## config.mk

```make
export PLATFORM = sky130hd
export DESIGN_NAME = tsp_ram
export DESIGN_NICKNAME = d
export VERILOG_FILES = /design/src/tsp_pkg.sv /design/src/tsp_ram.sv
export SDC_FILE = /design/constraint.sdc
export NUM_CORES = 2
export LEC_CHECK = 0
export ABC_CLOCK_PERIOD_IN_PS = 2900
export BUFFER_PORTS_ARGS = -buffer_cell sky130_fd_sc_hd__buf_2
export CORE_MARGIN = 1.5
export CORE_UTILIZATION = 45
export DETAILED_ROUTE_END_ITERATION = 8
export HOLD_SLACK_MARGIN = 0.02
export PLACE_DENSITY_LB_ADDON = 0.3
export RECOVER_POWER = 25
export SLEW_MARGIN = 20
export SYNTH_ARGS = -nofsm -noshare
export SYNTH_HDL_FRONTEND = slang
export SYNTH_SLANG_ARGS = --single-unit
```

## constraint.sdc

```tcl
create_clock -name i_clk -period 2.9 [get_ports i_clk]
set_input_delay 0.435 -clock i_clk [delete_from_list [all_inputs] [get_ports i_clk]]
set_output_delay 0.435 -clock i_clk [all_outputs]
set_load 0.02 [all_outputs]
```

## src/tsp_pkg.sv

```systemverilog
// ----------------------------------------------------------------------------
// tsp_pkg
// Shared widths, codes, reset values and state type for the tour evaluator
// and swap mutator.
// ----------------------------------------------------------------------------
package tsp_pkg;

    // item field widths
    localparam int REQ_TYPE_W = 3;
    localparam int TOUR_IN_W  = 5;
    localparam int POS_IN_W   = 4;
    localparam int VAL_W      = 8;
    localparam int DRAW_W     = 16;
    localparam int GENE_W     = 4;
    localparam int LEN_W      = 12;
    localparam int IDX_OUT_W  = 5;

    localparam logic [LEN_W-1:0] LEN_MAX = '1;

    // configuration port
    localparam int CFG_IDX_W  = 2;
    localparam int CFG_DATA_W = 16;
    localparam int POP_CNT_W  = 6;
    localparam int CITY_CNT_W = 5;

    localparam logic [POP_CNT_W-1:0]  POP_COUNT_RST  = 6'd20;
    localparam logic [CITY_CNT_W-1:0] CITY_COUNT_RST = 5'd15;
    // 0.4 of 65536
    localparam logic [DRAW_W-1:0]     MUT_THRESH_RST = 16'd26214;

    // default sizes
    localparam int MAX_TOURS_DEF  = 32;
    localparam int MAX_CITIES_DEF = 16;
    localparam int DIST_BITS_DEF  = 8;

    typedef enum logic [CFG_IDX_W-1:0] {
        CFG_POP_COUNT  = 2'd0,
        CFG_CITY_COUNT = 2'd1,
        CFG_MUT_THRESH = 2'd2
    } t_cfg_idx;

    typedef enum logic [REQ_TYPE_W-1:0] {
        REQ_WR_DIST = 3'd0,
        REQ_WR_GENE = 3'd1,
        REQ_MUTATE  = 3'd2,
        REQ_EVAL    = 3'd3,
        REQ_RD_BEST = 3'd4
    } t_req_code;

    typedef enum logic [3:0] {
        ST_IDLE,
        ST_EXEC,
        ST_MUT_RDB,
        ST_MUT_WRA,
        ST_MUT_WRB,
        ST_EVAL,
        ST_DRAIN,
        ST_COPY,
        ST_RESP
    } t_state;

endpackage

```

## src/tsp_ram.sv

```systemverilog
// ----------------------------------------------------------------------------
// tsp_ram
// Simple dual-port RAM: one write port, one read port, registered read data.
// ----------------------------------------------------------------------------
module tsp_ram import tsp_pkg::*; #(
    parameter int WIDTH = GENE_W,
    parameter int DEPTH = MAX_TOURS_DEF * MAX_CITIES_DEF
) (
    input  logic                     i_clk,
    input  logic                     i_we,
    input  logic [$clog2(DEPTH)-1:0] i_waddr,
    input  logic [WIDTH-1:0]         i_wdata,
    input  logic [$clog2(DEPTH)-1:0] i_raddr,
    output logic [WIDTH-1:0]         o_rdata
);

    logic [WIDTH-1:0] r_mem [DEPTH];
    logic [WIDTH-1:0] r_rdata;

    always_ff @(posedge i_clk) begin
        if (i_we) begin
            r_mem[i_waddr] <= i_wdata;
        end
        r_rdata <= r_mem[i_raddr];
    end

    assign o_rdata = r_rdata;

endmodule

```

=== Word-level counts from Yosys, hierarchy flattened ===
Memories as Yosys holds them, arrays and structs flattened. A register that Yosys moved wholly into a read port is not among the register bits.
Cells that the tools add are included.
Widths: inputs -> output; s select.

* Bits in registers: 0
* Bits in writable memories: 2048
* Input port bits: 24
* Output and inout port bits: 4
* Logic and storage cells: 3
* Memories kept: 1

* Muxes and demuxes: 2

{| class="wikitable"
|+ Memories
! memory !! depth !! width !! read ports !! clocked after Yosys merged registers in !! wr ports !! line !! text
|-
| r_mem || 512 || 4 || 1 || 1 || 1 || tsp_ram.sv:17 || <nowiki>logic [WIDTH-1:0] r_mem [DEPTH];</nowiki>
|}

{| class="wikitable"
|+ Operators with widths
! kind !! number
|-
| $mux 1 || 2
|}

=== Logic depth before layout (Yosys ltp) ===
* Depth in word-level cells: 2
* Mapped depth: 12
* Depth with buffers taken out: 7

=== Worst setup path before layout ===
Ideal clock, no wire load.

* Kind: input port to flip-flop
* Start: input port i_raddr[0]
* End: register r_rdata[0] (netlist: o_rdata[0]) (read register of r_mem)
* Library setup time: 0.116 ns
* Arrival time: 2.283 ns
* Data required time: 2.784 ns
* Setup slack: 0.500 ns
* Stages: 10
* Path buffers: 4
* Path through: buf_6 > buf_12 > buf_6 > buf_2 > mux4_2 > mux2i_1 > a22oi_1 > a2bb2oi_1 > nor3_1 > and4_1

{| class="wikitable"
|+ RTL lines
! item !! line !! text
|-
| start: declaration || tsp_ram.sv:13 || <nowiki>input logic [$clog2(DEPTH)-1:0] i_raddr,</nowiki>
|-
| end: declaration || tsp_ram.sv:18 || <nowiki>logic [WIDTH-1:0] r_rdata;</nowiki>
|}

=== Worst setup path after layout ===
* Start: input port i_wdata[3]
* End: memory r_mem[338][3] in the netlist's numbering (data pin)

{| class="wikitable"
|+ RTL lines
! item !! line !! text
|-
| start: declaration || tsp_ram.sv:12 || <nowiki>input logic [WIDTH-1:0] i_wdata,</nowiki>
|-
| end: declaration || tsp_ram.sv:17 ||
|}

No word-level cell before the write port.

==> impl_metrics.toml <==
[synth]
yosys.area.top_type_share_pct = 75.4
synth_nets = 4427
seq_area_frac_synth_pct = 75.5
ys_ff_latch = 2052
yosysUniqueCellTypes = 57
synthFlopType = "edfxtp_1"
synth-edff-count = 2048
syn_inst = 4403
async_flop_share_pct = 0
syn_area_sq_um = 81600
synth.area.top_cells = "edfxtp_1 75%, mux4_2 8.9%, mux2i_1 4.9%"
yosysWarnings = 0
syn_area_per_cell_sq_um = 18.5
synth.largest_area_cell = "edfxtp_1"

[global_routing]
grt_max_degree = 142
grt_pass1_vias = 44000
antenna_found_initial = 10
grt_use_total_pct = 22.1
overflow = 0
grt_pass1_wl_um = 299000

[sta]
period_share_pct = 88.3
worst_slack_ns = 0.339
period_needed_ns = 2.56
rsz0062_at_grt = "false"
max-slew-margin-rel_pct = -84.0
slew_violations = 364
fin_skew_ns = 0.0276
hold_violations = 0
whs_ns = 0.0321
worst_pin_slew_ns = 2.76
finalSetupViolCount = 0
fmax_mhz = 390
tns_ns = 0

[place]
pre_cts_slack_ns = -0.353
port_buffers = 27
hpwl_um = 130000
place_inst = 6954
dpl_cell_area_sq_um = 87700
gp_congestion = 0.877

[floorplan]
die_w_um = 429
io_pins = 28
die_h_um = 429
rows = 156
initial_core_util_pct = 45.2
die_area_sq_um = 184000
coreArea_sq_um = 181000

[worst_setup_path]
crit_arrival_ns = 2.98
required_ns = 3.32
critPathSlowestCell = "clkbuf_2"
cp-end-kind = "register"
cp-start-kind = "input pin"
path_cells = "clkbuf_2 > buf_12 > clkbuf_1"
slowest_delay_ns = 1.13
cp_max_fo = 64
path_class = "input pin to register"

[clocking]
numCtsBuffers = 194
insertion_delay_ns = 0.83
cts-root-buf = "clkbuf_16"
cts_setup_buffers = 0
cts_tree = "yes"
cts.sinks = 2052
clock_path_buffers = 3
cts_max_level = 4
cts.clk_slew.worst_paths_ns = 0.06

[detailed_routing]
vias = 43800
drt_wl_total_um = 205000
viasPerCell = 5.99
wire_per_inst_um = 28.0
first_pass_iters = 6
ant_nets = 0
drt_iter0_markers = 5077
drcViolationCount = 0

[pwr]
p_sw_share_pct = 21.0
finalPower_mw = 60.8
powerDensity_nw_per_um2 = 649
p_int_mw = 48.0
clockPowerShare_pct = 40.7
cellLeakagePower_nw = 30.0
pwr-share-seq_pct = 53.8
ir_drop_mv = 0.611
power_frac_comb_pct = 5.5
p_sw_mw = 12.8

[finish]
finish.utilization_pct = 51.9
finalNonFillerCells = 7312
drive_gt1_share_pct = 21.9
syn2layout_area_growth_pct = 14.7
fin_area_sq_um = 93600
nets = 4805
nFillCells = 14200

[status]
status = "finished, violations left"
violations = "max-capacitance violations, max-slew violations"

[job]
max_cap_violations = 7

[worst_hold_path]
hold_class = "input pin to register"
power by group through the flow:
stage | clock network, mW | logic [mW] | registers, mW
global placement | 0 | 3.34 | 33.3
CTS | 25.1 | 3.38 | 32.7
global route | 26.2 | 3.53 | 32.7
floorplan | 0 | 1.63 | 33.3
detailed placement | 0 | 3.37 | 33.3
finish | 24.7 | 3.34 | 32.7
sequential cells by signal (all words and copies together) (netlist names):
register / count
o_rdata: 4
r_mem: 2048
cell type report:
| type | count | area [sq um] | area share [%] |
|---|---|---|---|
| clock buffers | 241 | 5190 | 5.54 |
| flip-flops and latches | 2052 | 61600 | 65.8 |
| diodes | 2 | 5.00 | 0.00535 |
| multi-input cells | 2052 | 18500 | 19.8 |
| clock inverters | 114 | 955 | 1.02 |
| well taps | 2370 | 2970 | 3.17 |
| inverters | 2 | 11.3 | 0.0120 |
| repair buffers | 479 | 4420 | 4.73 |
cells in the final DEF, fill, tap and decap left out, types with 80 or more instances in the layout:
master     instances
edfxtp_1        2048
mux4_2           322
a21oi_1           87
mux2i_1          400
buf_4            364
o22ai_1           80
nor2_1           559
clkbuf_16        199
o221ai_1         169
nand2_1           96
cells by family (layout without fill, tap and decap cells):
kind of cell	Yosys count	in the layout	synth area share, %
DFF	2052	2052	75.5
and+or+nand+nor	853	853	4.41
muxes	730	730	14.0
buffers and inverters	299	836	2.03
AOI/OAI and AO/OA	469	469	4.11
other	0	2	0
repair_timing:
action | in CTS | in global routing
endpoints found under the hold margin | 42 | 0
resized for setup | 0 | 0
hold buffers | 1 | 0
worst max-delay path, delay by kind of cell:
kind	cells	cell delay (ns)
buf+inv	3	2.45
cells in the mapped netlist, types with 35 or more instances:
| cell | n |
|---|---|
| edfxtp_1 | 2048 |
| buf_1 | 43 |
| nand3_1 | 37 |
| buf_4 | 37 |
| nor2_1 | 559 |
| nor3_1 | 58 |
| mux4_2 | 322 |
| a21oi_1 | 87 |
| o221ai_1 | 169 |
| buf_6 | 35 |
| mux2i_1 | 400 |
| clkbuf_1 | 143 |
| nand2_1 | 108 |
| o21ai_0 | 45 |
| o22ai_1 | 80 |
worst paths after layout:
| path | start | endpoint | slack, ns | cells after the start |
|---|---|---|---|---|
| max | i_wdata[3] | r_mem[338][3] | 0.34 | 3 |
| min | i_wdata[1] | r_mem[7][1] | 0.03 | 1 |
| max reg2reg | r_mem[420][2] | o_rdata[2] | 0.54 | 8 |
| min reg2reg | r_mem[157][0] | o_rdata[0] | 1.10 | 6 |
routing by layer:
layer  track usage (%)  vias to the layer above  routed length, um
li1                  -                    18700                  -
met1              30.9                    22700              84200
met2              35.4                     1978              98200
met3              3.84                      377              15900
met4              7.28                        6               6410
met5                 0                        -                 37
Power figures use the tool's default switching activity.
