## config.mk

```make
export PLATFORM = sky130hd
export DESIGN_NAME = tsp_ctrl_flat
export DESIGN_NICKNAME = d
export VERILOG_FILES = /design/src/tsp_pkg.sv /design/src/tsp_req_if.sv /design/src/tsp_rsp_if.sv /design/src/tsp_ctrl.sv /design/src/flat_wrapper.sv
export SDC_FILE = /design/constraint.sdc
export NUM_CORES = 1
export LEC_CHECK = 0
export BUFFER_PORTS_ARGS = -buffer_cell sky130_fd_sc_hd__buf_2
export CAP_MARGIN = 20
export CORE_MARGIN = 2
export CORE_UTILIZATION = 50
export CTS_CLUSTER_SIZE = 10
export DETAILED_ROUTE_END_ITERATION = 10
export GPL_ROUTABILITY_DRIVEN = 0
export PLACE_DENSITY = 0.81
export RECOVER_POWER = 25
export SYNTH_ARGS = -nofsm -noshare
export SYNTH_HDL_FRONTEND = slang
export SYNTH_SLANG_ARGS = --single-unit
```

## constraint.sdc

```tcl
create_clock -name i_clk -period 3.6 [get_ports i_clk]
set_input_delay 0.18 -clock i_clk [delete_from_list [all_inputs] [get_ports i_clk]]
set_output_delay 0.18 -clock i_clk [all_outputs]
set_load 0.02 [all_outputs]
```

## src/tsp_pkg.sv

```systemverilog
// ----------------------------------------------------------------------------
// tsp_pkg
// Shared widths, codes, reset values and state type for the tour evaluator
// and swap mutator.
// ----------------------------------------------------------------------------
package tsp_pkg;

    // item field widths
    localparam int REQ_TYPE_W = 3;
    localparam int TOUR_IN_W  = 5;
    localparam int POS_IN_W   = 4;
    localparam int VAL_W      = 8;
    localparam int DRAW_W     = 16;
    localparam int GENE_W     = 4;
    localparam int LEN_W      = 12;
    localparam int IDX_OUT_W  = 5;

    localparam logic [LEN_W-1:0] LEN_MAX = '1;

    // configuration port
    localparam int CFG_IDX_W  = 2;
    localparam int CFG_DATA_W = 16;
    localparam int POP_CNT_W  = 6;
    localparam int CITY_CNT_W = 5;

    localparam logic [POP_CNT_W-1:0]  POP_COUNT_RST  = 6'd20;
    localparam logic [CITY_CNT_W-1:0] CITY_COUNT_RST = 5'd15;
    // 0.4 of 65536
    localparam logic [DRAW_W-1:0]     MUT_THRESH_RST = 16'd26214;

    // default sizes
    localparam int MAX_TOURS_DEF  = 32;
    localparam int MAX_CITIES_DEF = 16;
    localparam int DIST_BITS_DEF  = 8;

    typedef enum logic [CFG_IDX_W-1:0] {
        CFG_POP_COUNT  = 2'd0,
        CFG_CITY_COUNT = 2'd1,
        CFG_MUT_THRESH = 2'd2
    } t_cfg_idx;

    typedef enum logic [REQ_TYPE_W-1:0] {
        REQ_WR_DIST = 3'd0,
        REQ_WR_GENE = 3'd1,
        REQ_MUTATE  = 3'd2,
        REQ_EVAL    = 3'd3,
        REQ_RD_BEST = 3'd4
    } t_req_code;

    typedef enum logic [3:0] {
        ST_IDLE,
        ST_EXEC,
        ST_MUT_RDB,
        ST_MUT_WRA,
        ST_MUT_WRB,
        ST_EVAL,
        ST_DRAIN,
        ST_COPY,
        ST_RESP
    } t_state;

endpackage

```

## src/tsp_req_if.sv

```systemverilog
// ----------------------------------------------------------------------------
// tsp_req_if
// Request channel: valid/ready handshake with the request item fields.
// ----------------------------------------------------------------------------
interface tsp_req_if import tsp_pkg::*; ();

    logic                  valid;
    logic                  ready;
    logic [REQ_TYPE_W-1:0] req_type;
    logic [TOUR_IN_W-1:0]  row_or_tour;
    logic [POS_IN_W-1:0]   col_or_pos;
    logic [VAL_W-1:0]      write_value;
    logic [DRAW_W-1:0]     rand_draw;
    logic [POS_IN_W-1:0]   swap_pos_a;
    logic [POS_IN_W-1:0]   swap_pos_b;

    modport source (
        output valid, req_type, row_or_tour, col_or_pos, write_value,
               rand_draw, swap_pos_a, swap_pos_b,
        input  ready
    );

    modport sink (
        input  valid, req_type, row_or_tour, col_or_pos, write_value,
               rand_draw, swap_pos_a, swap_pos_b,
        output ready
    );

endinterface

```

## src/tsp_rsp_if.sv

```systemverilog
// ----------------------------------------------------------------------------
// tsp_rsp_if
// Result channel: valid/ready handshake with the result item fields.
// ----------------------------------------------------------------------------
interface tsp_rsp_if import tsp_pkg::*; ();

    logic                 valid;
    logic                 ready;
    logic [LEN_W-1:0]     gen_best_len;
    logic [IDX_OUT_W-1:0] gen_best_index;
    logic [LEN_W-1:0]     best_len;
    logic                 improved;
    logic                 mutated;
    logic [GENE_W-1:0]    best_gene;

    modport source (
        output valid, gen_best_len, gen_best_index, best_len, improved,
               mutated, best_gene,
        input  ready
    );

    modport sink (
        input  valid, gen_best_len, gen_best_index, best_len, improved,
               mutated, best_gene,
        output ready
    );

endinterface

```

## src/tsp_ctrl.sv

```systemverilog
// ----------------------------------------------------------------------------
// tsp_ctrl
// Item sequencer: loads, swap mutation, tour length pipeline, best tour
// store and result register.
// ----------------------------------------------------------------------------
module tsp_ctrl import tsp_pkg::*; #(
    parameter int MAX_TOURS  = MAX_TOURS_DEF,
    parameter int MAX_CITIES = MAX_CITIES_DEF,
    parameter int DIST_BITS  = DIST_BITS_DEF
) (
    input  logic                                      i_clk,
    input  logic                                      i_rst_n,
    tsp_req_if.sink                                   i_req,
    tsp_rsp_if.source                                 o_rsp,
    input  logic [$clog2(MAX_CITIES+1)-1:0]           i_n_cities,
    input  logic [$clog2(MAX_TOURS)-1:0]              i_last_tour,
    input  logic [DRAW_W-1:0]                         i_mut_thresh,
    output logic                                      o_pop_we,
    output logic [$clog2(MAX_TOURS*MAX_CITIES)-1:0]   o_pop_waddr,
    output logic [GENE_W-1:0]                         o_pop_wdata,
    output logic [$clog2(MAX_TOURS*MAX_CITIES)-1:0]   o_pop_raddr,
    input  logic [GENE_W-1:0]                         i_pop_rdata,
    output logic                                      o_dist_we,
    output logic [$clog2(MAX_CITIES*MAX_CITIES)-1:0]  o_dist_waddr,
    output logic [DIST_BITS-1:0]                      o_dist_wdata,
    output logic [$clog2(MAX_CITIES*MAX_CITIES)-1:0]  o_dist_raddr,
    input  logic [DIST_BITS-1:0]                      i_dist_rdata
);

    localparam int CITY_W    = $clog2(MAX_CITIES);
    localparam int TOUR_W    = $clog2(MAX_TOURS);
    localparam int POS_CNT_W = $clog2(MAX_CITIES + 1);
    localparam int POP_AW    = $clog2(MAX_TOURS * MAX_CITIES);
    localparam int DIST_AW   = $clog2(MAX_CITIES * MAX_CITIES);
    localparam int SUM_W     = ((DIST_BITS > LEN_W) ? DIST_BITS : LEN_W) + 1;

    function automatic logic [POP_AW-1:0] pop_addr(input logic [TOUR_W-1:0] t,
                                                   input logic [CITY_W-1:0] p);
        pop_addr = POP_AW'(t) * POP_AW'(MAX_CITIES) + POP_AW'(p);
    endfunction

    function automatic logic [DIST_AW-1:0] dist_addr(input logic [GENE_W-1:0] a,
                                                     input logic [GENE_W-1:0] b);
        dist_addr = DIST_AW'(a) * DIST_AW'(MAX_CITIES) + DIST_AW'(b);
    endfunction

    function automatic logic city_ok(input logic [GENE_W-1:0] g);
        city_ok = 32'(g) < 32'(MAX_CITIES);
    endfunction

    t_state r_state, n_state;

    // captured item
    logic [REQ_TYPE_W-1:0] r_req_type;
    logic [TOUR_IN_W-1:0]  r_row;
    logic [POS_IN_W-1:0]   r_col;
    logic [VAL_W-1:0]      r_val;
    logic [DRAW_W-1:0]     r_draw;
    logic [POS_IN_W-1:0]   r_pa;
    logic [POS_IN_W-1:0]   r_pb;

    // sequencing
    logic [POS_CNT_W-1:0]  r_pos;
    logic [TOUR_W-1:0]     r_tour;
    logic [GENE_W-1:0]     r_ga;

    // length pipeline
    logic                  r_s1_valid, r_s1_first, r_s1_second, r_s1_last;
    logic [TOUR_W-1:0]     r_s1_tour;
    logic [GENE_W-1:0]     r_prev;
    logic                  r_s2_valid, r_s2_start, r_s2_last, r_s2_zero;
    logic [TOUR_W-1:0]     r_s2_tour;
    logic [LEN_W-1:0]      r_acc;
    logic                  r_s3_valid;
    logic [TOUR_W-1:0]     r_s3_tour;

    // generation and overall best
    logic [LEN_W-1:0]      r_gb_len;
    logic [TOUR_W-1:0]     r_gb_idx;
    logic [LEN_W-1:0]      r_best_len;
    logic                  r_best_valid;

    // best tour store
    logic [GENE_W-1:0]     r_bt_mem [MAX_CITIES];
    logic [MAX_CITIES-1:0] r_bt_vld;
    logic                  r_c1_valid;
    logic [CITY_W-1:0]     r_c1_pos;
    logic [GENE_W-1:0]     r_bt_rd;
    logic                  r_bt_ok;

    // flags and result register
    logic                  r_improved, r_mutated;
    logic                  r_out_valid;
    logic [LEN_W-1:0]      r_o_gb_len;
    logic [IDX_OUT_W-1:0]  r_o_gb_idx;
    logic [LEN_W-1:0]      r_o_best_len;
    logic                  r_o_improved, r_o_mutated;
    logic [GENE_W-1:0]     r_o_gene;

    logic                  accept, out_free, pipe_busy, improve, mut_ok;
    logic                  dist_ok, gene_wr_ok, at_end;
    logic [CITY_W-1:0]     eval_pos;
    logic [POP_AW-1:0]     addr_a, addr_b;
    logic [SUM_W-1:0]      sum;
    logic [LEN_W-1:0]      acc_in, acc_next;

    assign accept    = i_req.valid && i_req.ready;
    assign out_free  = !r_out_valid || o_rsp.ready;
    assign pipe_busy = r_s1_valid || r_s2_valid || r_s3_valid;
    assign improve   = !r_best_valid || (r_gb_len < r_best_len);
    assign at_end    = r_pos == i_n_cities;
    assign eval_pos  = at_end ? '0 : r_pos[CITY_W-1:0];

    assign mut_ok = (32'(r_row) < 32'(MAX_TOURS)) &&
                    (32'(r_pa) < 32'(i_n_cities)) &&
                    (32'(r_pb) < 32'(i_n_cities)) &&
                    (r_draw <= i_mut_thresh);
    assign dist_ok    = (32'(r_row) < 32'(MAX_CITIES)) && (32'(r_col) < 32'(MAX_CITIES));
    assign gene_wr_ok = (32'(r_row) < 32'(MAX_TOURS)) && (32'(r_col) < 32'(MAX_CITIES));
    assign addr_a     = pop_addr(TOUR_W'(r_row), CITY_W'(r_pa));
    assign addr_b     = pop_addr(TOUR_W'(r_row), CITY_W'(r_pb));

    // distance lookup for the pair arriving from the population read
    assign o_dist_raddr = dist_addr(r_prev, i_pop_rdata);

    // saturating accumulate
    assign acc_in   = r_s2_start ? '0 : r_acc;
    assign sum      = SUM_W'(acc_in) + SUM_W'(r_s2_zero ? '0 : i_dist_rdata);
    assign acc_next = (sum > SUM_W'(LEN_MAX)) ? LEN_MAX : sum[LEN_W-1:0];

    always_ff @(posedge i_clk) begin
        if (!i_rst_n) begin
            r_state <= ST_IDLE;
        end else begin
            r_state <= n_state;
        end
    end

    always_comb begin
        n_state      = r_state;
        i_req.ready  = 1'b0;
        o_pop_we     = 1'b0;
        o_pop_waddr  = '0;
        o_pop_wdata  = '0;
        o_pop_raddr  = '0;
        o_dist_we    = 1'b0;
        o_dist_waddr = dist_addr(GENE_W'(r_row), GENE_W'(r_col));
        o_dist_wdata = DIST_BITS'(r_val);
        case (r_state)
            ST_IDLE: begin
                i_req.ready = 1'b1;
                if (i_req.valid) n_state = ST_EXEC;
            end
            ST_EXEC: begin
                n_state = ST_RESP;
                case (r_req_type)
                    REQ_WR_DIST: begin
                        o_dist_we = dist_ok;
                    end
                    REQ_WR_GENE: begin
                        o_pop_we    = gene_wr_ok;
                        o_pop_waddr = pop_addr(TOUR_W'(r_row), CITY_W'(r_col));
                        o_pop_wdata = r_val[GENE_W-1:0];
                    end
                    REQ_MUTATE: begin
                        o_pop_raddr = addr_a;
                        if (mut_ok) n_state = ST_MUT_RDB;
                    end
                    REQ_EVAL: begin
                        n_state = ST_EVAL;
                    end
                    default: begin
                        n_state = ST_RESP;
                    end
                endcase
            end
            ST_MUT_RDB: begin
                o_pop_raddr = addr_b;
                n_state     = ST_MUT_WRA;
            end
            ST_MUT_WRA: begin
                o_pop_we    = 1'b1;
                o_pop_waddr = addr_a;
                o_pop_wdata = i_pop_rdata;
                n_state     = ST_MUT_WRB;
            end
            ST_MUT_WRB: begin
                o_pop_we    = 1'b1;
                o_pop_waddr = addr_b;
                o_pop_wdata = r_ga;
                n_state     = ST_RESP;
            end
            ST_EVAL: begin
                o_pop_raddr = pop_addr(r_tour, eval_pos);
                if (at_end && (r_tour == i_last_tour)) n_state = ST_DRAIN;
            end
            ST_DRAIN: begin
                if (!pipe_busy) n_state = improve ? ST_COPY : ST_RESP;
            end
            ST_COPY: begin
                o_pop_raddr = pop_addr(r_gb_idx, r_pos[CITY_W-1:0]);
                if (at_end && !r_c1_valid) n_state = ST_RESP;
            end
            ST_RESP: begin
                if (out_free) begin
                    i_req.ready = 1'b1;
                    n_state     = i_req.valid ? ST_EXEC : ST_IDLE;
                end
            end
            default: begin
                n_state = ST_IDLE;
            end
        endcase
    end

    // control state and visible best values
    always_ff @(posedge i_clk) begin
        if (!i_rst_n) begin
            r_s1_valid   <= 1'b0;
            r_s2_valid   <= 1'b0;
            r_s3_valid   <= 1'b0;
            r_c1_valid   <= 1'b0;
            r_gb_len     <= '0;
            r_gb_idx     <= '0;
            r_best_len   <= '0;
            r_best_valid <= 1'b0;
            r_bt_vld     <= '0;
            r_out_valid  <= 1'b0;
        end else begin
            r_s1_valid <= r_state == ST_EVAL;
            r_s2_valid <= r_s1_valid && !r_s1_first;
            r_s3_valid <= r_s2_valid && r_s2_last;
            r_c1_valid <= (r_state == ST_COPY) && !at_end;
            // r_acc holds the finished tour here; the next tour's first sum has not yet overwritten it
            if (r_s3_valid && ((r_s3_tour == '0) || (r_acc < r_gb_len))) begin
                r_gb_len <= r_acc;
                r_gb_idx <= r_s3_tour;
            end
            if ((r_state == ST_DRAIN) && !pipe_busy && improve) begin
                r_best_valid <= 1'b1;
                r_best_len   <= r_gb_len;
            end
            if (r_c1_valid) r_bt_vld[r_c1_pos] <= 1'b1;
            if ((r_state == ST_RESP) && out_free) begin
                r_out_valid <= 1'b1;
            end else if (o_rsp.ready) begin
                r_out_valid <= 1'b0;
            end
        end
    end

    // payload and sequencing registers
    always_ff @(posedge i_clk) begin
        if (accept) begin
            r_req_type <= i_req.req_type;
            r_row      <= i_req.row_or_tour;
            r_col      <= i_req.col_or_pos;
            r_val      <= i_req.write_value;
            r_draw     <= i_req.rand_draw;
            r_pa       <= i_req.swap_pos_a;
            r_pb       <= i_req.swap_pos_b;
        end

        case (r_state)
            ST_EXEC: begin
                r_improved <= 1'b0;
                r_mutated  <= 1'b0;
                r_pos      <= '0;
                r_tour     <= '0;
                r_bt_rd    <= r_bt_mem[CITY_W'(r_col)];
                r_bt_ok    <= (32'(r_col) < 32'(MAX_CITIES)) && r_bt_vld[CITY_W'(r_col)];
            end
            ST_MUT_RDB: begin
                r_ga <= i_pop_rdata;
            end
            ST_MUT_WRB: begin
                r_mutated <= 1'b1;
            end
            ST_EVAL: begin
                if (at_end) begin
                    r_pos  <= '0;
                    r_tour <= r_tour + 1'b1;
                end else begin
                    r_pos <= r_pos + 1'b1;
                end
            end
            ST_DRAIN: begin
                if (!pipe_busy && improve) r_improved <= 1'b1;
                r_pos <= '0;
            end
            ST_COPY: begin
                if (!at_end) begin
                    r_pos    <= r_pos + 1'b1;
                    r_c1_pos <= r_pos[CITY_W-1:0];
                end
            end
            default: begin
            end
        endcase

        // stage 1 tags for the population read issued this cycle
        r_s1_first  <= r_pos == '0;
        r_s1_second <= r_pos == POS_CNT_W'(1);
        r_s1_last   <= at_end;
        r_s1_tour   <= r_tour;

        // stage 1: gene arrives, pair goes to the distance read
        if (r_s1_valid) begin
            r_prev     <= i_pop_rdata;
            r_s2_start <= r_s1_second;
            r_s2_last  <= r_s1_last;
            r_s2_zero  <= !(city_ok(r_prev) && city_ok(i_pop_rdata));
            r_s2_tour  <= r_s1_tour;
        end

        // stage 2: distance arrives
        if (r_s2_valid) begin
            r_acc     <= acc_next;
            r_s3_tour <= r_s2_tour;
        end

        if (r_c1_valid) r_bt_mem[r_c1_pos] <= i_pop_rdata;

        if ((r_state == ST_RESP) && out_free) begin
            r_o_gb_len   <= r_gb_len;
            r_o_gb_idx   <= IDX_OUT_W'(r_gb_idx);
            r_o_best_len <= r_best_len;
            r_o_improved <= r_improved;
            r_o_mutated  <= r_mutated;
            r_o_gene     <= ((r_req_type == REQ_RD_BEST) && r_bt_ok) ? r_bt_rd : '0;
        end
    end

    assign o_rsp.valid          = r_out_valid;
    assign o_rsp.gen_best_len   = r_o_gb_len;
    assign o_rsp.gen_best_index = r_o_gb_idx;
    assign o_rsp.best_len       = r_o_best_len;
    assign o_rsp.improved       = r_o_improved;
    assign o_rsp.mutated        = r_o_mutated;
    assign o_rsp.best_gene      = r_o_gene;

endmodule

```

## src/flat_wrapper.sv

```systemverilog
// flat-port wrapper written by rule: the top's interface ports become plain ports
module tsp_ctrl_flat import tsp_pkg::*;
#(
    parameter int MAX_TOURS  = MAX_TOURS_DEF,
    parameter int MAX_CITIES = MAX_CITIES_DEF,
    parameter int DIST_BITS  = DIST_BITS_DEF
)
  (i_clk, i_rst_n, i_n_cities, i_last_tour, i_mut_thresh, o_pop_we, o_pop_waddr, o_pop_wdata, o_pop_raddr, i_pop_rdata, o_dist_we, o_dist_waddr, o_dist_wdata, o_dist_raddr, i_dist_rdata, i_req_valid, i_req_req_type, i_req_row_or_tour, i_req_col_or_pos, i_req_write_value, i_req_rand_draw, i_req_swap_pos_a, i_req_swap_pos_b, i_req_ready, o_rsp_valid, o_rsp_gen_best_len, o_rsp_gen_best_index, o_rsp_best_len, o_rsp_improved, o_rsp_mutated, o_rsp_best_gene, o_rsp_ready);
  tsp_req_if i_req_i ();
  tsp_rsp_if o_rsp_i ();
  input  logic i_clk;
  input  logic i_rst_n;
  input  logic [$clog2(MAX_CITIES+1)-1:0] i_n_cities;
  input  logic [$clog2(MAX_TOURS)-1:0] i_last_tour;
  input  logic [DRAW_W-1:0] i_mut_thresh;
  output logic o_pop_we;
  output logic [$clog2(MAX_TOURS*MAX_CITIES)-1:0] o_pop_waddr;
  output logic [GENE_W-1:0] o_pop_wdata;
  output logic [$clog2(MAX_TOURS*MAX_CITIES)-1:0] o_pop_raddr;
  input  logic [GENE_W-1:0] i_pop_rdata;
  output logic o_dist_we;
  output logic [$clog2(MAX_CITIES*MAX_CITIES)-1:0] o_dist_waddr;
  output logic [DIST_BITS-1:0] o_dist_wdata;
  output logic [$clog2(MAX_CITIES*MAX_CITIES)-1:0] o_dist_raddr;
  input  logic [DIST_BITS-1:0] i_dist_rdata;
  input wire logic [$bits(i_req_i.valid)-1:0] i_req_valid;
  input wire logic [$bits(i_req_i.req_type)-1:0] i_req_req_type;
  input wire logic [$bits(i_req_i.row_or_tour)-1:0] i_req_row_or_tour;
  input wire logic [$bits(i_req_i.col_or_pos)-1:0] i_req_col_or_pos;
  input wire logic [$bits(i_req_i.write_value)-1:0] i_req_write_value;
  input wire logic [$bits(i_req_i.rand_draw)-1:0] i_req_rand_draw;
  input wire logic [$bits(i_req_i.swap_pos_a)-1:0] i_req_swap_pos_a;
  input wire logic [$bits(i_req_i.swap_pos_b)-1:0] i_req_swap_pos_b;
  output wire logic [$bits(i_req_i.ready)-1:0] i_req_ready;
  output wire logic [$bits(o_rsp_i.valid)-1:0] o_rsp_valid;
  output wire logic [$bits(o_rsp_i.gen_best_len)-1:0] o_rsp_gen_best_len;
  output wire logic [$bits(o_rsp_i.gen_best_index)-1:0] o_rsp_gen_best_index;
  output wire logic [$bits(o_rsp_i.best_len)-1:0] o_rsp_best_len;
  output wire logic [$bits(o_rsp_i.improved)-1:0] o_rsp_improved;
  output wire logic [$bits(o_rsp_i.mutated)-1:0] o_rsp_mutated;
  output wire logic [$bits(o_rsp_i.best_gene)-1:0] o_rsp_best_gene;
  input wire logic [$bits(o_rsp_i.ready)-1:0] o_rsp_ready;
  assign i_req_i.valid = i_req_valid;
  assign i_req_i.req_type = i_req_req_type;
  assign i_req_i.row_or_tour = i_req_row_or_tour;
  assign i_req_i.col_or_pos = i_req_col_or_pos;
  assign i_req_i.write_value = i_req_write_value;
  assign i_req_i.rand_draw = i_req_rand_draw;
  assign i_req_i.swap_pos_a = i_req_swap_pos_a;
  assign i_req_i.swap_pos_b = i_req_swap_pos_b;
  assign i_req_ready = i_req_i.ready;
  assign o_rsp_valid = o_rsp_i.valid;
  assign o_rsp_gen_best_len = o_rsp_i.gen_best_len;
  assign o_rsp_gen_best_index = o_rsp_i.gen_best_index;
  assign o_rsp_best_len = o_rsp_i.best_len;
  assign o_rsp_improved = o_rsp_i.improved;
  assign o_rsp_mutated = o_rsp_i.mutated;
  assign o_rsp_best_gene = o_rsp_i.best_gene;
  assign o_rsp_i.ready = o_rsp_ready;
  tsp_ctrl #(.MAX_TOURS(MAX_TOURS), .MAX_CITIES(MAX_CITIES), .DIST_BITS(DIST_BITS)) u_core (.i_clk(i_clk), .i_rst_n(i_rst_n), .i_req(i_req_i), .o_rsp(o_rsp_i), .i_n_cities(i_n_cities), .i_last_tour(i_last_tour), .i_mut_thresh(i_mut_thresh), .o_pop_we(o_pop_we), .o_pop_waddr(o_pop_waddr), .o_pop_wdata(o_pop_wdata), .o_pop_raddr(o_pop_raddr), .i_pop_rdata(i_pop_rdata), .o_dist_we(o_dist_we), .o_dist_waddr(o_dist_waddr), .o_dist_wdata(o_dist_wdata), .o_dist_raddr(o_dist_raddr), .i_dist_rdata(i_dist_rdata));
endmodule
```

* Yosys cells after proc, flatten, opt, wreduce, memory -nomap -nowiden *
Memory sizes are Yosys's and may differ from the RTL's. A register that Yosys moved wholly into a read port is not among the register bits.
Index checks and enable logic that the tools add are counted.

word-level totals
  memories kept = 1
  bits of input ports = 86
  bits in writable memories = 64
  register bits after elaboration = 191
  output and inout bits = 85

memory list
  name             depth  bits a word  rd ports  clocked after Yosys merged registers in  wr ports  RTL line        text
  u_core.r_bt_mem  16     4            1         1                                        1         tsp_ctrl.sv:84  logic [GENE_W-1:0] r_bt_mem [MAX_CITIES];

operators by class
  mux-type cells = 40
  bitwise logic cells = 2
  $lt $le $gt $ge = 10
  eq/ne operators = 23
  reductions and logical operators = 42
  $add $sub $neg = 10

operator list
  kind                                                                                number
  9-bit by 4-bit adder with 9-bit output                                              5
  4-bit two-way mux                                                                   9
  4-bit case mux with 9 select lines                                                  1
  9-bit case mux with 4 select lines                                                  1
  9-bit case mux with 3 select lines                                                  1
  12-bit less-than comparator                                                         2
  9-bit two-way mux                                                                   2
  8-bit by 4-bit adder with 8-bit output                                              2
  4-bit by 3-bit equality test with 1-bit output (second input constant)              4
  16-bit less-or-equal comparator                                                     1
  16-bit bitwise OR                                                                   1
  1-bit logical AND                                                                   15
  5-bit two-way mux                                                                   3
  5-bit case mux with 3 select lines                                                  1
  12-bit by 8-bit adder with 13-bit output                                            1
  13-bit by 12-bit greater-than comparator with 1-bit output (second input constant)  1
  1-bit two-way mux                                                                   12
  12-bit two-way mux                                                                  1
  4-bit case mux with 3 select lines                                                  1
  5-bit by 1-bit adder with 5-bit output (second input constant)                      2
  5-bit equality test                                                                 2
  5-bit zero test                                                                     2
  4-bit by 5-bit less-than comparator with 1-bit output                               2
  4-bit by 5-bit less-than comparator with 1-bit output (second input constant)       2
  26 further kinds                                                                    53

* Depth between registers and ports, before layout *
  depth after elaboration = 6
  mapped depth = 10

* Worst setup path before layout *
OpenSTA, ideal clock, no wires.

  path type = reg2reg
  start = register u_core.r_out_valid (netlist: u_core.o_rsp.valid)
  end = register u_core.r_val[0] (netlist: u_core.o_dist_wdata[0]), enable pin
  buffers on the path = 0
  cell stages (with the launch flop) = 4
  setup time = 0.405 ns
  arrival time = 2.972 ns
  clock period less this slack = 3.377 ns
  setup slack = 0.223 ns
  data required time = 3.195 ns
  cells stage by stage = dfxtp_1 -> nor2b_1 -> a2111oi_0 -> and2_1

between the ends
  cells in the longest elaborated chain, start to end = 5

RTL lines
  item                                RTL line            text
  from (decl)                         tsp_ctrl.sv:93      logic r_out_valid;
  from (signal assigned)              tsp_ctrl.sv:228     r_out_valid <= 1'b0;
  from (signal assigned)              tsp_ctrl.sv:245     r_out_valid <= 1'b1;
  from (signal assigned)              tsp_ctrl.sv:247     r_out_valid <= 1'b0;
  1-bit zero test                     tsp_ctrl.sv:108     assign out_free = !r_out_valid || o_rsp.ready;
  1-bit logical OR                    tsp_ctrl.sv:108
  1-bit two-way mux                   tsp_ctrl.sv:205     if (out_free) begin
  1-bit case mux with 2 select lines  tsp_ctrl.sv:149     case (r_state)
  net i_req_ready                     flat_wrapper.sv:34  output wire logic [$bits(i_req_i.ready)-1:0] i_req_ready;
  1-bit logical AND                   tsp_ctrl.sv:107     assign accept = i_req.valid && i_req.ready;
  net u_core.accept                   tsp_ctrl.sv:100     logic accept, out_free, pipe_busy, improve, mut_ok;
  to (signal assigned)                tsp_ctrl.sv:258     r_val <= i_req.write_value;
  to (decl)                           tsp_ctrl.sv:57      logic [VAL_W-1:0] r_val;

The timed path passes the listed nets, and every way through them passes these cells.
A chain may end at the register's enable or synchronous reset.

* Worst setup path after layout *
  start = register u_core.r_state[0]
  end = output o_pop_waddr[6]

between the ends
  cells in the longest elaborated chain, start to end = 2

RTL lines
  item                                                                    RTL line            text
  from (decl)                                                             tsp_ctrl.sv:51      t_state r_state, n_state;
  from (signal assigned)                                                  tsp_ctrl.sv:135     r_state <= n_state;
  4-bit by 3-bit equality test with 1-bit output (tied with other cells)  tsp_ctrl.sv:149
  9-bit case mux with 3 select lines *                                    tsp_ctrl.sv:149
  to (decl)                                                               flat_wrapper.sv:17  output logic [$clog2(MAX_TOURS*MAX_CITIES)-1:0] o_pop_waddr;

Mark *: on every way between the ends. The rest lies on a longest branch, timed or not.

==> reports/summary.txt <==
global-route wire length before repair - 40100 microns
Hold WS - 0.0465 ns
DRT antenna net count - 0
setup slack after layout - 0.359 ns
register area share after synthesis - 62.6%
#FFs+latches synth - 259
core area - 22500 sq um
switching part of the total power - 23.8%
insertion delay to the later sink of the worst-skew pair - 0.55 ns
area leader, netlist - edfxtp_1
max_slew headroom - 28.8%
status - complete, no violations
HP Class - in -> reg
Worst IR Drop VDD - 361 uV
Pwr Total - 6.91 mW
top-count cell post-synth - edfxtp_1
vias - 7626
Die W - 155 microns
crit-path max FO - 12
clock buffer count from CTS - 30
clk sinks - 259
Layout Skew - 0.0141 ns
FILL cells - 1675
Top delay family on crit path - simple AND/OR/NAND/NOR gates
overflow left after global routing - 0
Buf/Inv on CP - 1
clock power share - 39.7%
largest net degree at the start of global routing - 40
YS warnings - 0
P_int - 5.27 mW
share of cells above drive strength 1 - 22.9%
critical path cell sequence - or4b_1, nor2_1, nand2_1, nor2_2, nor3_1, nor2b_1, buf_2
Critical Path AT - 3.06 ns
mapped cell area - 11400 sq um
IO Port Bufs - 170
FMAX - 309 MHz
Die Area - 24000 sq um
nets@finish - 1225
Starting DRT DRC Count - 614
Cells after Synth - 858
leakage power - 5.52 nW
TritonCTS clock tree - done
setup tns final - 0 ns
Worst path slowest cell - or4b_1
CP startpoint kind - flop
Post-Route WL - 25600 microns
combinational power share - 9.9%
CP endpoint kind - output port
hpwl dp - 17000 microns
Max Slew Vio Count - 0
area grow syn2layout - 21.3%
Routed WL per cell - 18.4 microns
Clock Tree Root - clkbuf_16
PwrDens - 499 nW/um^2
synth top area cells - edfxtp_1 52%, dfxtp_1 11%, ha_1 6.1%
Worst-Margin Slew - 1.07 ns
critical path class - reg -> out
die height - 155 microns
fraction of registers with async set/reset - 0%
IO Count - 171
crit share post-route - 90.0%
Period minus WS final - 3.24 ns
Initial Util - 50.7%
CTS clock-pin slew for the worst setup and hold paths - 0.06 ns
Finished Core Util - 61.5%
final setup violation count - 0
Reg power frac - 50.5%
Psw - 1.65 mW
CTS resizes - 0
crit-path max cell delay - 0.68 ns
Main synth FF type - edfxtp_1
top cell type's share of synthesized area - 51.6%
EDFF count, synth - 196
antenna violations before repair - 2
total track usage - 21.2%
Max clock buf depth - 3
Yosys cell types - 72
Max-Cap Viols - 0
CP required - 3.42 ns
Hold Fails Final Rpt - 0
Avg Inst Size Synth - 13.3 sq um
Via density - 5.47
1st-pass router iterations - 6
FP Rows - 55
H-tree depth - 1
pre-CTS setup slack - 0.724 ns
RSZ-0062 raised after global routing - false
DRC Markers - 0
Post-synth top cells - 196 x edfxtp_1, 91 x nor2_1, 67 x inv_1, 63 x dfxtp_1, 63 x nand2_1
syn_nets - 1001
vias in the first global route - 7798
-- worst paths after layout --
check | startpoint | to | slack, ns | cells past startpoint
min reg2reg | u_core.r_s1_tour[1] | u_core.r_s2_tour[1] | 0.40 | 0
max | u_core.r_state[0] | o_pop_waddr[6] | 0.36 | 7
min | i_dist_rdata[0] | u_core.r_acc[0] | 0.05 | 3
max reg2reg | u_core.r_s2_start | u_core.r_acc[11] | 0.70 | 9
-- power groups by stage --
stage / Combinational [mW] / Clock, mW / Sequential [mW]
6_report: 0.682 / 2.74 / 3.49
5_1_grt: 0.741 / 2.91 / 3.50
4_1_cts: 0.676 / 2.79 / 3.49
3_5_place_dp: 0.634 / 0 / 3.55
3_3_place_gp: 0.617 / 0 / 3.54
2_1_floorplan: 0.412 / 0 / 3.54
-- stage by stage --
step	cell area, sq um	cells
global placement	12500	1290
floorplan	11400	858
detailed placement	12500	1290
finish	13800	1393
CTS	13800	1391
global route	13800	1392
-- layer usage --
layer	share of wire [%]	track usage [%]	vias to the layer above	routed length (microns)
met5	0	0	-	0
li1	-	-	3589	-
met4	2.8	7.45	0	724
met3	7.3	4.26	54	1860
met2	48	35.9	313	12200
met1	42	27.4	3670	10800
-- logic make-up after synthesis --
logic type	Yosys count	share of synthesized area, %
compound gates	100	6.36
xor+xnor	21	1.84
fa+ha+maj	57	6.32
buf+inv	98	3.70
flops	259	62.6
mux	54	7.48
simple gates	269	11.7
-- worst reg2reg max path: cells and delay by family, from the launching register on --
kind / cells / cell delay [ns]
AOI/OAI and AO/OA: 3 / 0.53
DFF: 1 / 0.61
and+or+nand+nor: 4 / 0.87
adders and majority gates: 2 / 0.64
-- cell type report --
| cell class | instances | area (sq um) | area share, % |
|---|---|---|---|
| Sequential cell | 259 | 7150 | 51.6 |
| Multi-Input combinational cell | 501 | 3850 | 27.8 |
| Timing Repair Buffer | 222 | 1350 | 9.73 |
| Clock buffer | 54 | 862 | 6.23 |
| Tap cell | 285 | 357 | 2.58 |
| Inverter | 68 | 255 | 1.84 |
| Clock inverter | 2 | 21.3 | 0.154 |
| Antenna cell | 2 | 5.00 | 0.0362 |
-- registers in the layout, indices dropped and copies added (netlist names), 8 cells and up --
signal	flops
u_core.r_gb_len	12
u_core.r_best_len	12
u_core.r_draw	16
u_core.r_acc	12
u_core.r_bt_mem	64
u_core.o_rsp.gen_best_len	12
u_core.r_bt_vld	16
u_core.o_dist_wdata	8
u_core.o_rsp.best_len	12
-- layout by cell type (no fill, tap or decap), drive strengths merged, types with 7 or more instances in the layout --
cell type    instances
a21o                 7
a21oi               29
a222oi              13
and2                10
buf                172
clkbuf              59
dfxtp               63
dlygate4sd3         45
edfxtp             196
ha                  56
inv                 67
mux2i               29
mux4                25
nand2               63
nand2b               9
nand3               15
nor2                92
nor2b               21
nor3                16
o21ai               15
xnor2               14
xor2                 7
-- repair_timing --
| action | 4_1_cts | 5_1_grt |
|---|---|---|
| hold endpoints to repair | 45 | 0 |
| buffers inserted | 0 | 0 |
| hold buffers | 45 | 0 |
Note: power is estimated with default switching activity, not from simulation.
